**src/rtl/core/clt_pkg.sv**
```systemverilog
`default_nettype none

package clt_pkg;

  localparam logic [1:0] CMD_READ  = 2'd0;
  localparam logic [1:0] CMD_WRITE = 2'd1;
  localparam logic [1:0] CMD_TICK  = 2'd2;

  localparam logic [15:0] SOFT_BASE = 16'h0000;
  localparam logic [15:0] CMP_BASE  = 16'h4000;
  localparam logic [15:0] TIME_ADDR = 16'hBFF8;

  localparam int unsigned IRQ_BITS = 4;

  typedef enum logic [1:0] {
    KIND_UNMAPPED = 2'd0,
    KIND_SOFT     = 2'd1,
    KIND_CMP      = 2'd2,
    KIND_TIME     = 2'd3
  } kind_e;

  typedef struct packed {
    logic [1:0]  command;
    logic [15:0] address;
    logic [63:0] write_data;
  } in_word_t;

  typedef struct packed {
    logic [63:0]         read_data;
    logic                access_error;
    logic [IRQ_BITS-1:0] soft_irq;
    logic [IRQ_BITS-1:0] timer_irq;
  } out_word_t;

  typedef struct packed {
    logic rd_en;
    logic cmp_we;
    logic soft_we;
  } store_req_t;

  typedef struct packed {
    logic                busy;
    logic [IRQ_BITS-1:0] soft_irq;
    logic [IRQ_BITS-1:0] timer_irq;
  } store_stat_t;

endpackage

`default_nettype wire

```
**src/rtl/core/clt_decode.sv**
```systemverilog
`default_nettype none

module clt_decode #(
  parameter int unsigned HARTS = 4,
  localparam int unsigned HartW = (HARTS > 1) ? $clog2(HARTS) : 1
) (
  input  logic [15:0]      address_i,
  output clt_pkg::kind_e   kind_o,
  output logic [HartW-1:0] hart_o
);

  import clt_pkg::*;

  logic [15:0] cmp_off;
  logic [15:0] soft_off;
  logic [12:0] cmp_hart;
  logic [11:0] soft_hart;

  assign cmp_off   = address_i - CMP_BASE;
  assign soft_off  = address_i - SOFT_BASE;
  assign cmp_hart  = cmp_off[15:3];
  assign soft_hart = soft_off[13:2];

  always_comb begin
    kind_o = KIND_UNMAPPED;
    hart_o = '0;
    if (address_i == TIME_ADDR) begin
      kind_o = KIND_TIME;
    end else if (address_i >= CMP_BASE) begin
      if (cmp_off[2:0] == 3'd0 && cmp_hart < 13'(HARTS)) begin
        kind_o = KIND_CMP;
        hart_o = cmp_hart[HartW-1:0];
      end
    end else if (soft_off[1:0] == 2'd0 && soft_hart < 12'(HARTS)) begin
      kind_o = KIND_SOFT;
      hart_o = soft_hart[HartW-1:0];
    end
  end

endmodule

`default_nettype wire

```
**src/rtl/core/clt_hart_store.sv**
```systemverilog
`default_nettype none

module clt_hart_store #(
  parameter int unsigned HARTS = 4,
  localparam int unsigned HartW = (HARTS > 1) ? $clog2(HARTS) : 1
) (
  input  logic                 clk_i,
  input  logic                 rst_ni,
  input  clt_pkg::store_req_t  req_i,
  input  logic [HartW-1:0]     hart_i,
  input  logic [63:0]          data_i,
  input  logic [63:0]          time_i,
  output logic [63:0]          rd_cmp_o,
  output logic                 rd_soft_o,
  output clt_pkg::store_stat_t stat_o
);

  import clt_pkg::*;

  logic [63:0] cmp_mem [HARTS];
  logic        soft_mem [HARTS];

  logic             clr_busy_q;
  logic [HartW-1:0] clr_idx_q;
  logic [63:0]      rd_cmp_q;
  logic             rd_soft_q;

  // After reset the sweep walks every hart slot once before words are taken.
  always_ff @(posedge clk_i or negedge rst_ni) begin
    if (!rst_ni) begin
      clr_busy_q <= 1'b1;
      clr_idx_q  <= '0;
    end else if (clr_busy_q) begin
      if (clr_idx_q == HartW'(HARTS - 1)) begin
        clr_busy_q <= 1'b0;
      end else begin
        clr_idx_q <= clr_idx_q + 1'b1;
      end
    end
  end

  always_ff @(posedge clk_i) begin
    if (clr_busy_q) begin
      cmp_mem[clr_idx_q]  <= '1;
      soft_mem[clr_idx_q] <= 1'b0;
    end else begin
      if (req_i.cmp_we) begin
        cmp_mem[hart_i] <= data_i;
      end
      if (req_i.soft_we) begin
        soft_mem[hart_i] <= data_i[0];
      end
    end
  end

  always_ff @(posedge clk_i) begin
    if (req_i.rd_en) begin
      rd_cmp_q  <= cmp_mem[hart_i];
      rd_soft_q <= soft_mem[hart_i];
    end
  end

  assign rd_cmp_o  = rd_cmp_q;
  assign rd_soft_o = rd_soft_q;

  // The first harts keep a flop copy so their interrupt lines are live every cycle.
  for (genvar h = 0; h < IRQ_BITS; h++) begin : g_irq
    if (h < HARTS) begin : g_hart
      logic [63:0] cmp_q;
      logic        soft_q;

      always_ff @(posedge clk_i or negedge rst_ni) begin
        if (!rst_ni) begin
          cmp_q  <= '1;
          soft_q <= 1'b0;
        end else begin
          if (req_i.cmp_we && hart_i == HartW'(h)) begin
            cmp_q <= data_i;
          end
          if (req_i.soft_we && hart_i == HartW'(h)) begin
            soft_q <= data_i[0];
          end
        end
      end

      assign stat_o.soft_irq[h]  = soft_q;
      assign stat_o.timer_irq[h] = (time_i >= cmp_q);
    end else begin : g_none
      assign stat_o.soft_irq[h]  = 1'b0;
      assign stat_o.timer_irq[h] = 1'b0;
    end
  end

  assign stat_o.busy = clr_busy_q;

endmodule

`default_nettype wire

```
**src/rtl/core/core_local_timer_and_soft_irq.sv**
```systemverilog
`default_nettype none
// Path: an accepted word is held in the first stage, then its result word is registered at the output.
// Throughput: one word per cycle unless the output stalls or the reset sweep runs; the hart register memory
// read port is registered, which shapes the result path but does not limit the rate.
// Reset: time is cleared at once; a sweep then sets every compare register to all
// ones and clears every software bit, stalling the input until the sweep ends.

module core_local_timer_and_soft_irq #(
  parameter int unsigned HARTS = 4
) (
  input  logic               clk_i,
  input  logic               rst_ni,
  input  logic               in_valid_i,
  output logic               in_stall_o,
  input  clt_pkg::in_word_t  in_i,
  output logic               out_valid_o,
  input  logic               out_stall_i,
  output clt_pkg::out_word_t out_o
);

  import clt_pkg::*;

  localparam int unsigned HartW = (HARTS > 1) ? $clog2(HARTS) : 1;

  logic             accept;
  kind_e            in_kind;
  logic [HartW-1:0] in_hart;
  store_req_t       req;
  store_stat_t      stat;
  logic [63:0]      rd_cmp;
  logic             rd_soft;

  logic [63:0] time_q, time_d;
  logic        s1_valid_q, s1_valid_d;
  logic [1:0]  s1_cmd_q;
  kind_e       s1_kind_q;
  logic        s1_adv;
  logic        out_valid_q;
  out_word_t   out_q;
  out_word_t   res;

  clt_decode #(.HARTS(HARTS)) u_decode (
    .address_i (in_i.address),
    .kind_o    (in_kind),
    .hart_o    (in_hart)
  );

  clt_hart_store #(.HARTS(HARTS)) u_store (
    .clk_i     (clk_i),
    .rst_ni    (rst_ni),
    .req_i     (req),
    .hart_i    (in_hart),
    .data_i    (in_i.write_data),
    .time_i    (time_q),
    .rd_cmp_o  (rd_cmp),
    .rd_soft_o (rd_soft),
    .stat_o    (stat)
  );

  assign s1_adv     = s1_valid_q && (!out_valid_q || !out_stall_i);
  assign in_stall_o = stat.busy || (s1_valid_q && !s1_adv);
  assign accept     = in_valid_i && !in_stall_o;

  always_comb begin
    req.rd_en   = accept && in_i.command == CMD_READ &&
                  (in_kind == KIND_CMP || in_kind == KIND_SOFT);
    req.cmp_we  = accept && in_i.command == CMD_WRITE && in_kind == KIND_CMP;
    req.soft_we = accept && in_i.command == CMD_WRITE && in_kind == KIND_SOFT;
  end

  always_comb begin
    time_d = time_q;
    if (accept) begin
      if (in_i.command == CMD_TICK) begin
        time_d = time_q + 64'd1;
      end else if (in_i.command == CMD_WRITE && in_kind == KIND_TIME) begin
        time_d = in_i.write_data;
      end
    end
  end

  always_comb begin
    if (accept) begin
      s1_valid_d = 1'b1;
    end else if (s1_adv) begin
      s1_valid_d = 1'b0;
    end else begin
      s1_valid_d = s1_valid_q;
    end
  end

  always_ff @(posedge clk_i or negedge rst_ni) begin
    if (!rst_ni) begin
      time_q      <= '0;
      s1_valid_q  <= 1'b0;
      out_valid_q <= 1'b0;
    end else begin
      time_q     <= time_d;
      s1_valid_q <= s1_valid_d;
      if (s1_adv) begin
        out_valid_q <= 1'b1;
      end else if (!out_stall_i) begin
        out_valid_q <= 1'b0;
      end
    end
  end

  always_ff @(posedge clk_i) begin
    if (accept) begin
      s1_cmd_q  <= in_i.command;
      s1_kind_q <= in_kind;
    end
    if (s1_adv) begin
      out_q <= res;
    end
  end

  // State registers already hold the effect of the word in the first stage.
  always_comb begin
    res.read_data = '0;
    if (s1_cmd_q == CMD_READ) begin
      unique case (s1_kind_q)
        KIND_SOFT:     res.read_data = {63'd0, rd_soft};
        KIND_CMP:      res.read_data = rd_cmp;
        KIND_TIME:     res.read_data = time_q;
        KIND_UNMAPPED: res.read_data = '0;
        default:       res.read_data = '0;
      endcase
    end
    res.access_error = (s1_cmd_q == CMD_READ || s1_cmd_q == CMD_WRITE) &&
                       s1_kind_q == KIND_UNMAPPED;
    res.soft_irq     = stat.soft_irq;
    res.timer_irq    = stat.timer_irq;
  end

  assign out_valid_o = out_valid_q;
  assign out_o       = out_q;

  a_tick_advances: assert property (@(posedge clk_i) disable iff (!rst_ni)
    (accept && in_i.command == CMD_TICK) |=> time_q == $past(time_q) + 64'd1)
    else $error("time did not advance on a tick");

  a_hold_when_blocked: assert property (@(posedge clk_i) disable iff (!rst_ni)
    (s1_valid_q && out_valid_q && out_stall_i) |-> in_stall_o)
    else $error("input taken while the first stage is blocked");

  a_error_reads_zero: assert property (@(posedge clk_i) disable iff (!rst_ni)
    (out_valid_o && out_o.access_error) |-> out_o.read_data == 64'd0)
    else $error("unmapped access returned nonzero data");

  a_no_accept_in_sweep: assert property (@(posedge clk_i) disable iff (!rst_ni)
    stat.busy |-> !req.cmp_we && !req.soft_we && !req.rd_en)
    else $error("hart memory accessed during the reset sweep");

endmodule

`default_nettype wire

```
**config.mk**
```make
export PLATFORM = sky130hd
export DESIGN_NAME = core_local_timer_and_soft_irq
export DESIGN_NICKNAME = d
export VERILOG_FILES = /design/src/rtl/core/clt_pkg.sv /design/src/rtl/core/clt_decode.sv /design/src/rtl/core/clt_hart_store.sv /design/src/rtl/core/core_local_timer_and_soft_irq.sv
export SDC_FILE = /design/constraint.sdc
export NUM_CORES = 1
export LEC_CHECK = 0
export ABC_AREA = 1
export BUFFER_PORTS_ARGS = -buffer_cell sky130_fd_sc_hd__clkbuf_2
export CAP_MARGIN = 40
export CORE_UTILIZATION = 25
export CTS_CLUSTER_SIZE = 16
export DETAILED_ROUTE_END_ITERATION = 10
export GPL_TIMING_DRIVEN = 0
export HOLD_SLACK_MARGIN = 0.05
export PLACE_DENSITY = 0.49
export SLEW_MARGIN = 10
export SYNTH_ARGS = -nofsm -noshare
export SYNTH_HDL_FRONTEND = slang
export SYNTH_SLANG_ARGS = --single-unit
```
**constraint.sdc**
```tcl
create_clock -name clk_i -period 13.6 [get_ports clk_i]
set_input_delay 2.04 -clock clk_i [delete_from_list [all_inputs] [get_ports clk_i]]
set_output_delay 2.04 -clock clk_i [all_outputs]
set_load 0.05 [all_outputs]
```
==> summary.md, run 1 <==
| Metric | Value |
|---|---|
| Run status | completed |
| Ports | between 150 and 200 |
| Synth Flop Type | edfxtp_1 |
| Crit path DAT | around 5.6 ns |
| Port bufs | 160 |
| Count of final max-slew check failures | 0 |
| # placed instances | between 6000 and 7000 |
| Seq. cell area | ~21000 sq um |
| Share of layout cells above drive strength 1 | 14.9% |
| Final period util | about two fifths |
| FILL cells | approximately 16000 |
| Die height | between 300 and 400 um |
| Post-CTS Setup Repair Bufs | 0 |
| Commonest non-fill, non-tap cell in the layout | nand2_1 |
| Reg-to-Reg Start | out_valid_o$_DFFE_PN0P_ |
| CTS Root Cell | clkbuf_16 |
| Post-layout min period | about 5.3 ns |
| Peak VDD IR | 0.0970 mV |
| Slew @ Worst Pin | approximately 0.89 ns |
| Vias per cell | ~4.7 |
| Netlist Area Pre-Place | roughly 37000 sq um |
| CTS Hold Buffers Added | 0 |
| Cell Count, Final, Fillers Out | about 6400 |
| Total gr overflow | 0 |
| Fin nets | between 4000 and 5000 |
| Initial Util | 25.2% |
| Min-Delay Path Depth | 2 |
| Max Cap Viol | 0 |
| Post-Syn Instances | 4081 |
| Clock slew at reported path FFs | around 0.060 ns |
| CP startpoint | in_i[67] |
| RSZ-0062 raised after global routing | no |
| # H-tree levels | 3 |
| Post-place setup slack | roughly 7.6 ns |
| R2R Setup Slk | 9.89 ns |
| Max Freq | between 150 and 200 MHz |
| Netlist cell types | 36 |
| Cell area after layout | between 40000 and 50000 sq um |
| Number of flops mapped to enable cells by yosys | ~400 |
| Slew headroom | between 40% and 50% |
| Critical path endpoint | u_store.cmp_mem[0][51]$_DFFE_PP_ |
| Post-CTS Resized | 0 |
| Num CTS Buffers | 82 |
| Clock skew | between 0.03 and 0.04 ns |
| Vias | between 20000 and 30000 |
| Global-route wire length before repair | ~200000 um |
| Clk Latency, worst-skew pair | roughly 0.70 ns |
| LEAKAGE | ~17 nW |
| Initial antenna violation count | 17 |
| Syn avg cell area | 9.15 sq um |
| ANT nets after route | 0 |
| Wirelength per Cell | 21.3 um |
| CTS tree | done |
| Vias in the first global route | 28900 |
| Async S/R FF share, synth | between 40% and 50% |
| Launch point of the worst hold path | u_store.g_irq[1].g_hart.cmp_q[61]$_DFFE_PN1P_ |
| Area grow syn2layout | 17.5% |
| R2R depth | 13 |
| Area of the core | roughly 150000 sq um |
| Sequential share of the synthesized area | a little under three fifths |
| Placer congestion estimate | around 0.95 |
| Synthesis warning total | 0 |
| Final wirelength | roughly 140000 um |
| DP HPWL | 103000 um |
| Min-Delay Path Class | flip-flop to flip-flop |
| Largest net degree at the start of global routing | slightly below 100 |
| Worst EP required | about 14 ns |
| DRC Markers | 0 |
| TritonCTS Sinks | about 730 |
| Yosys reg bits | ~730 |
| Final Hold Viols | 0 |
| CP Capture Type | flip-flop |
| Gr usage total | between 10% and 20% |
| Kind of critical path | input port to flip-flop |
| Post-route worst setup slack | about 8.3 ns |
| Max FO, Critical Path | 18 |
| Worst setup SP type | input port |
| Die width | ~400 um |
| Crit Reg-Reg Endpoint | u_store.cmp_mem[0][51]$_DFFE_PP_ |
| Longest Clk Path Bufs | 3 |
| DP Area | 41200 sq um |
| 1st-iter DRT viols | 2473 |
| First drt pass iteration count | 6 |
| Syn nets | 4428 |
| Site Rows | around 140 |
| PD cells | 132 nW/um^2 |
| Multi-input logic area | 13800 sq um |
| Most frequent cells in the layout | nand2_1, inv_1, edfxtp_1 |
| Die area | roughly 150000 sq um |
| Final setup viols | 0 |
critical path, cell delays in order:
cell and delay [ns]:
clkbuf_2 0.09, inv_1 0.07, nor3_1 0.21, nand3_1 0.09, nor4_1 0.29, a21oi_1 0.15, ha_1 0.22, nand2_1 0.11
clkinv_1 0.23, o21ai_0 0.63, inv_1 0.24, nor2_4 0.61, buf_16 0.25, buf_16 0.19, buf_16 0.18
cells in the mapped netlist, drive strengths merged, types with 4 or more instances:
cell type | instances | area (sq um)
edfxtp | 402 | 12100
o211ai | 6 | 45.0
nor4 | 4 | 25.0
a21o | 4 | 30.0
dfstp | 257 | 6750
xor2 | 14 | 123
ha | 261 | 3270
clkbuf | 87 | 327
nor2 | 274 | 1040
nand3 | 309 | 1550
o22ai | 59 | 369
nor3 | 19 | 95.1
o21ai | 358 | 1810
nand2 | 946 | 3550
a21oi | 178 | 891
inv | 611 | 2290
nand4 | 108 | 676
dfrtp | 72 | 1800
buf | 70 | 340
o21a | 12 | 90.1
and2 | 4 | 25.0
a22oi | 8 | 60.1
registers in the layout, summed over array words and instances (netlist names), 2 cells and up:
signal                       cells
u_store.rd_cmp_o                64
u_store.g_irq.g_hart.soft_q      4
time_q                          64
s1_cmd_q                         2
u_store.g_irq.g_hart.cmp_q     256
u_store.clr_idx_q                2
s1_kind_q                        2
u_store.cmp_mem                256
u_store.soft_mem                 4
out_o                           73
cell families after synthesis:
logic type,Yosys count,share of synthesized area [%]
flip-flops,731,55.2
buffers and inverters,771,7.95
AND/OR/NAND/NOR,1673,18.8
XOR/XNOR,14,0.328
multiplexers,1,0.0301
adder cells (fa/ha/maj),261,8.74
AO/OA/AOI/OAI,630,8.93
how the worst min path moves through the flow:
stage | end | slack, ns
finish | u_store.g_irq[1].g_hart.cmp_q[61]$_DFFE_PN1P_ | 0.47
global route | out_o[6]$_DFFE_PP_ | 0.48
CTS | out_o[6]$_DFFE_PP_ | 0.47
detailed placement | out_o[6]$_DFFE_PP_ | 0.44
global placement | out_o[6]$_DFFE_PP_ | 0.44
floorplan | out_o[5]$_DFFE_PP_ | 0.42
through the flow:
step                      utilization [%]  power [mW]  hold slack [ns]  TNS, ns
after floorplan                         -        3.17            0.425        0
after detailed placement             27.8        3.58            0.441        0
after global routing                 29.6        6.09            0.478        0
final                                29.7        5.81            0.470        0
after global placement               27.4        3.56            0.445  -111.34
after CTS                            29.6        5.87            0.467        0
area by class of cell:
| class | count | share of cell area [%] |
|---|---|---|
| Sequential cell | 731 | 47.0 |
| Inverter | 614 | 5.25 |
| Clock buffer | 106 | 5.04 |
| Clock inverter | 45 | 1.06 |
| Multi-Input combinational cell | 2579 | 31.4 |
| Timing Repair Buffer | 193 | 3.17 |
| Buffer | 157 | 1.52 |
| Antenna cell | 4 | 0.0228 |
| Tap cell | 1930 | 5.50 |
where the power goes:
group / total [mW] / switching, mW / internal, mW
Sequential: 2.60 / 0.197 / 2.40
Clock: 2.27 / 0.958 / 1.31
Combinational: 0.948 / 0.638 / 0.310
per-layer routing:
layer  part of all wire, %  vias up  track usage, %
li1                      -    14200               -
met2                    45      878            27.9
met1                    46    14700            24.9
met5                 0.019        -               0
met3                   5.8      197            2.34
met4                   3.5        4            6.56
No activity file was read; power rests on OpenSTA's default activity.
==> inputs of run 2 (changes only) <==
clock period = 5.5 ns   (was 13.6 ns; I/O delays follow)
==> run 2 against run 1 <==
Global-route usage fell by 0.14 points. Cell count hardly changed. Total power up 150%. Clock power increased to 2.5 times the previous value. Register-to-register slack lost 7.9 ns. Design area is 0.15% higher. Sequential power up 150%. Die area unchanged. Critical path type unchanged. Setup slack worse by 6.6 ns.
==> summary.md, run 2 (synthesis results as in run 1) <==
| Metric | Value |
|---|---|
| Final Hold Viols | 0 |
| WHS | 0.228 ns |
| Post-CTS Resized | 0 |
| Run status | completed |
| Num CTS Buffers | a little over 80 |
| Placer congestion estimate | 0.956 |
| DRC Markers | 0 |
| ANT nets after route | 0 |
| Area of the core | 148000 sq um |
| Peak VDD IR | around 0.24 mV |
| Final period util | between 60 and 70% |
| LEAKAGE | roughly 17 nW |
| Wirelength per Cell | roughly 21 um |
| Count of final max-slew check failures | 0 |
| Most frequent cells in the layout | nand2_1, inv_1, edfxtp_1 |
| Final core utilization | about 30% |
| PD cells | around 330 nW/um^2 |
| Final setup viols | 0 |
| Clk Latency, worst-skew pair | about 0.7 ns |
| Commonest non-fill, non-tap cell in the layout | nand2_1 |
| Slew headroom | between 40% and 50% |
| 1st-iter DRT viols | between 2000 and 3000 |
| Post-layout min period | ~3.8 ns |
| Clock skew | a little under 0.03 ns |
| CP Capture Type | flip-flop |
| Max Cap Viol | 0 |
| Post-CTS Setup Repair Bufs | 0 |
| Final wirelength | about 130000 um |
| CTS tree | done |
| Worst EP required | a little under 6 ns |
| Post-place setup slack | between 1 and 1.5 ns |
| Crit-path most repeated cell | inv_1 |
| Post-route worst setup slack | between 1.5 and 2 ns |
| CTS Hold Buffers Added | 0 |
| CTS Root Cell | clkbuf_16 |
| Initial Util | 25.2% |
| Kind of critical path | input port to flip-flop |
| Clock slew at reported path FFs | approximately 0.06 ns |
| Longest Clk Path Bufs | 3 |
| Power, Total | about 14 mW |
| Global-route wire length before repair | slightly below 200000 um |
| TritonCTS Sinks | between 700 and 800 |
| Worst-path cell chain | clkbuf_2 > inv_1 > nor3_1 > nand3_1 > nor4_1 > a21oi_1 > ha_1 > nand2_1 > clkinv_1 > o21ai_0 > inv_1 > nor2_4 > buf_16 > buf_12 |
| # H-tree levels | 3 |
| First drt pass iteration count | 6 |
| Die height | between 300 and 400 um |
| Crit path DAT | around 4.2 ns |
| DP HPWL | between 100000 and 150000 um |
| Vias in the first global route | 28700 |
| Die width | just under 400 um |
| Vias per cell | about 4.7 |
| Site Rows | roughly 140 |
| Setup TNS | 0 ns |
| Area grow syn2layout | 17.7% |
| Reg-to-Reg Start | out_valid_o$_DFFE_PN0P_ |
| Min-Delay Path Class | input port to asynchronous set/reset pin |
| Max FO, Critical Path | 22 |
| Vias | 29800 |
| Gr usage total | about 18% |
| Worst setup SP type | input port |
| Largest net degree at the start of global routing | slightly below 100 |
| Share of layout cells above drive strength 1 | between 10% and 20% |
| CP startpoint | in_i[67] |
| Die area | around 150000 sq um |
| RSZ-0062 raised after global routing | no |
| Ports | 161 |
| Fin nets | about 4700 |
| Port bufs | 160 |
| Max incr delay on CP | between 0.6 and 0.7 ns |
| Slew @ Worst Pin | roughly 0.89 ns |
| Max Freq | ~260 MHz |
| Initial antenna violation count | 8 |
| Total gr overflow | 0 |
| Crit path max-delay cell type | o21ai_0 |
| FILL cells | 15600 |
-- run 2: changes by cell type in the layout (fill, tap and decap cells not counted), sizes merged --
cell / before / now
clkbuf: 353 / 346
clkinvlp: 1 / 3
clkinv: 32 / 39
diode: 4 / 1
buf: 103 / 99
bufinv: 8 / 10
inv: 618 / 616
-- run 2: area by class of cell --
type	count	area [sq um]	share of cell area, %
repair buffers	189	1380	3.14
inverters	614	2300	5.24
diodes	1	2.50	0.00569
clock inverters	54	607	1.38
well taps	1930	2410	5.49
clock buffers	99	2150	4.88
flip-flops and latches	731	20600	46.9
plain buffers	157	667	1.52
multi-input cells	2579	13800	31.4
-- run 2: final timing paths --
kind / endpoint / slack, ns / cells past startpoint
setup / recovery: u_store.cmp_mem[1][44]$_DFFE_PP_ / 1.71 / 14
hold / removal: time_q[50]$_DFFE_PN0P_ / 0.23 / 2
setup reg to reg: u_store.cmp_mem[1][44]$_DFFE_PP_ / 1.96 / 12
hold reg to reg: u_store.g_irq[3].g_hart.cmp_q[57]$_DFFE_PN1P_ / 0.47 / 2
max in group asynchronous: u_store.g_irq[0].g_hart.cmp_q[5]$_DFFE_PN1P_ / 4.03 / 4
min in group clk_i: out_valid_o$_DFFE_PN0P_ / 0.36 / 3
-- run 2: power by group --
group          switching, mW  internal (mW)
clock                   2.44           3.28
sequential             0.489           5.94
combinational           1.58          0.767
total                   4.50           9.99
-- run 2: worst max-delay path, delay by kind of cell --
family	cells	cell delay (ns)
simple gates	5	1.18
buf+inv	6	1.09
compound gates	2	0.81
fa+ha+maj	1	0.22
-- run 2: through the flow --
step | instance area [sq um] | std cells
after CTS | 44000 | 6353
after global routing | 44000 | 6353
final | 44000 | 6354
after global placement | 40600 | 6171
after detailed placement | 41200 | 6200
after floorplan | 37400 | 4081
-- run 2: routing by layer --
| metal | GRT usage (%) | share of wire, % | vias to the layer above |
|---|---|---|---|
| met5 | 0 | 0.0089 | - |
| met4 | 7.01 | 3.7 | 2 |
| met3 | 2.39 | 5.7 | 210 |
| met2 | 27.5 | 45 | 916 |
| met1 | 24.7 | 46 | 14500 |
| li1 | - | - | 14100 |
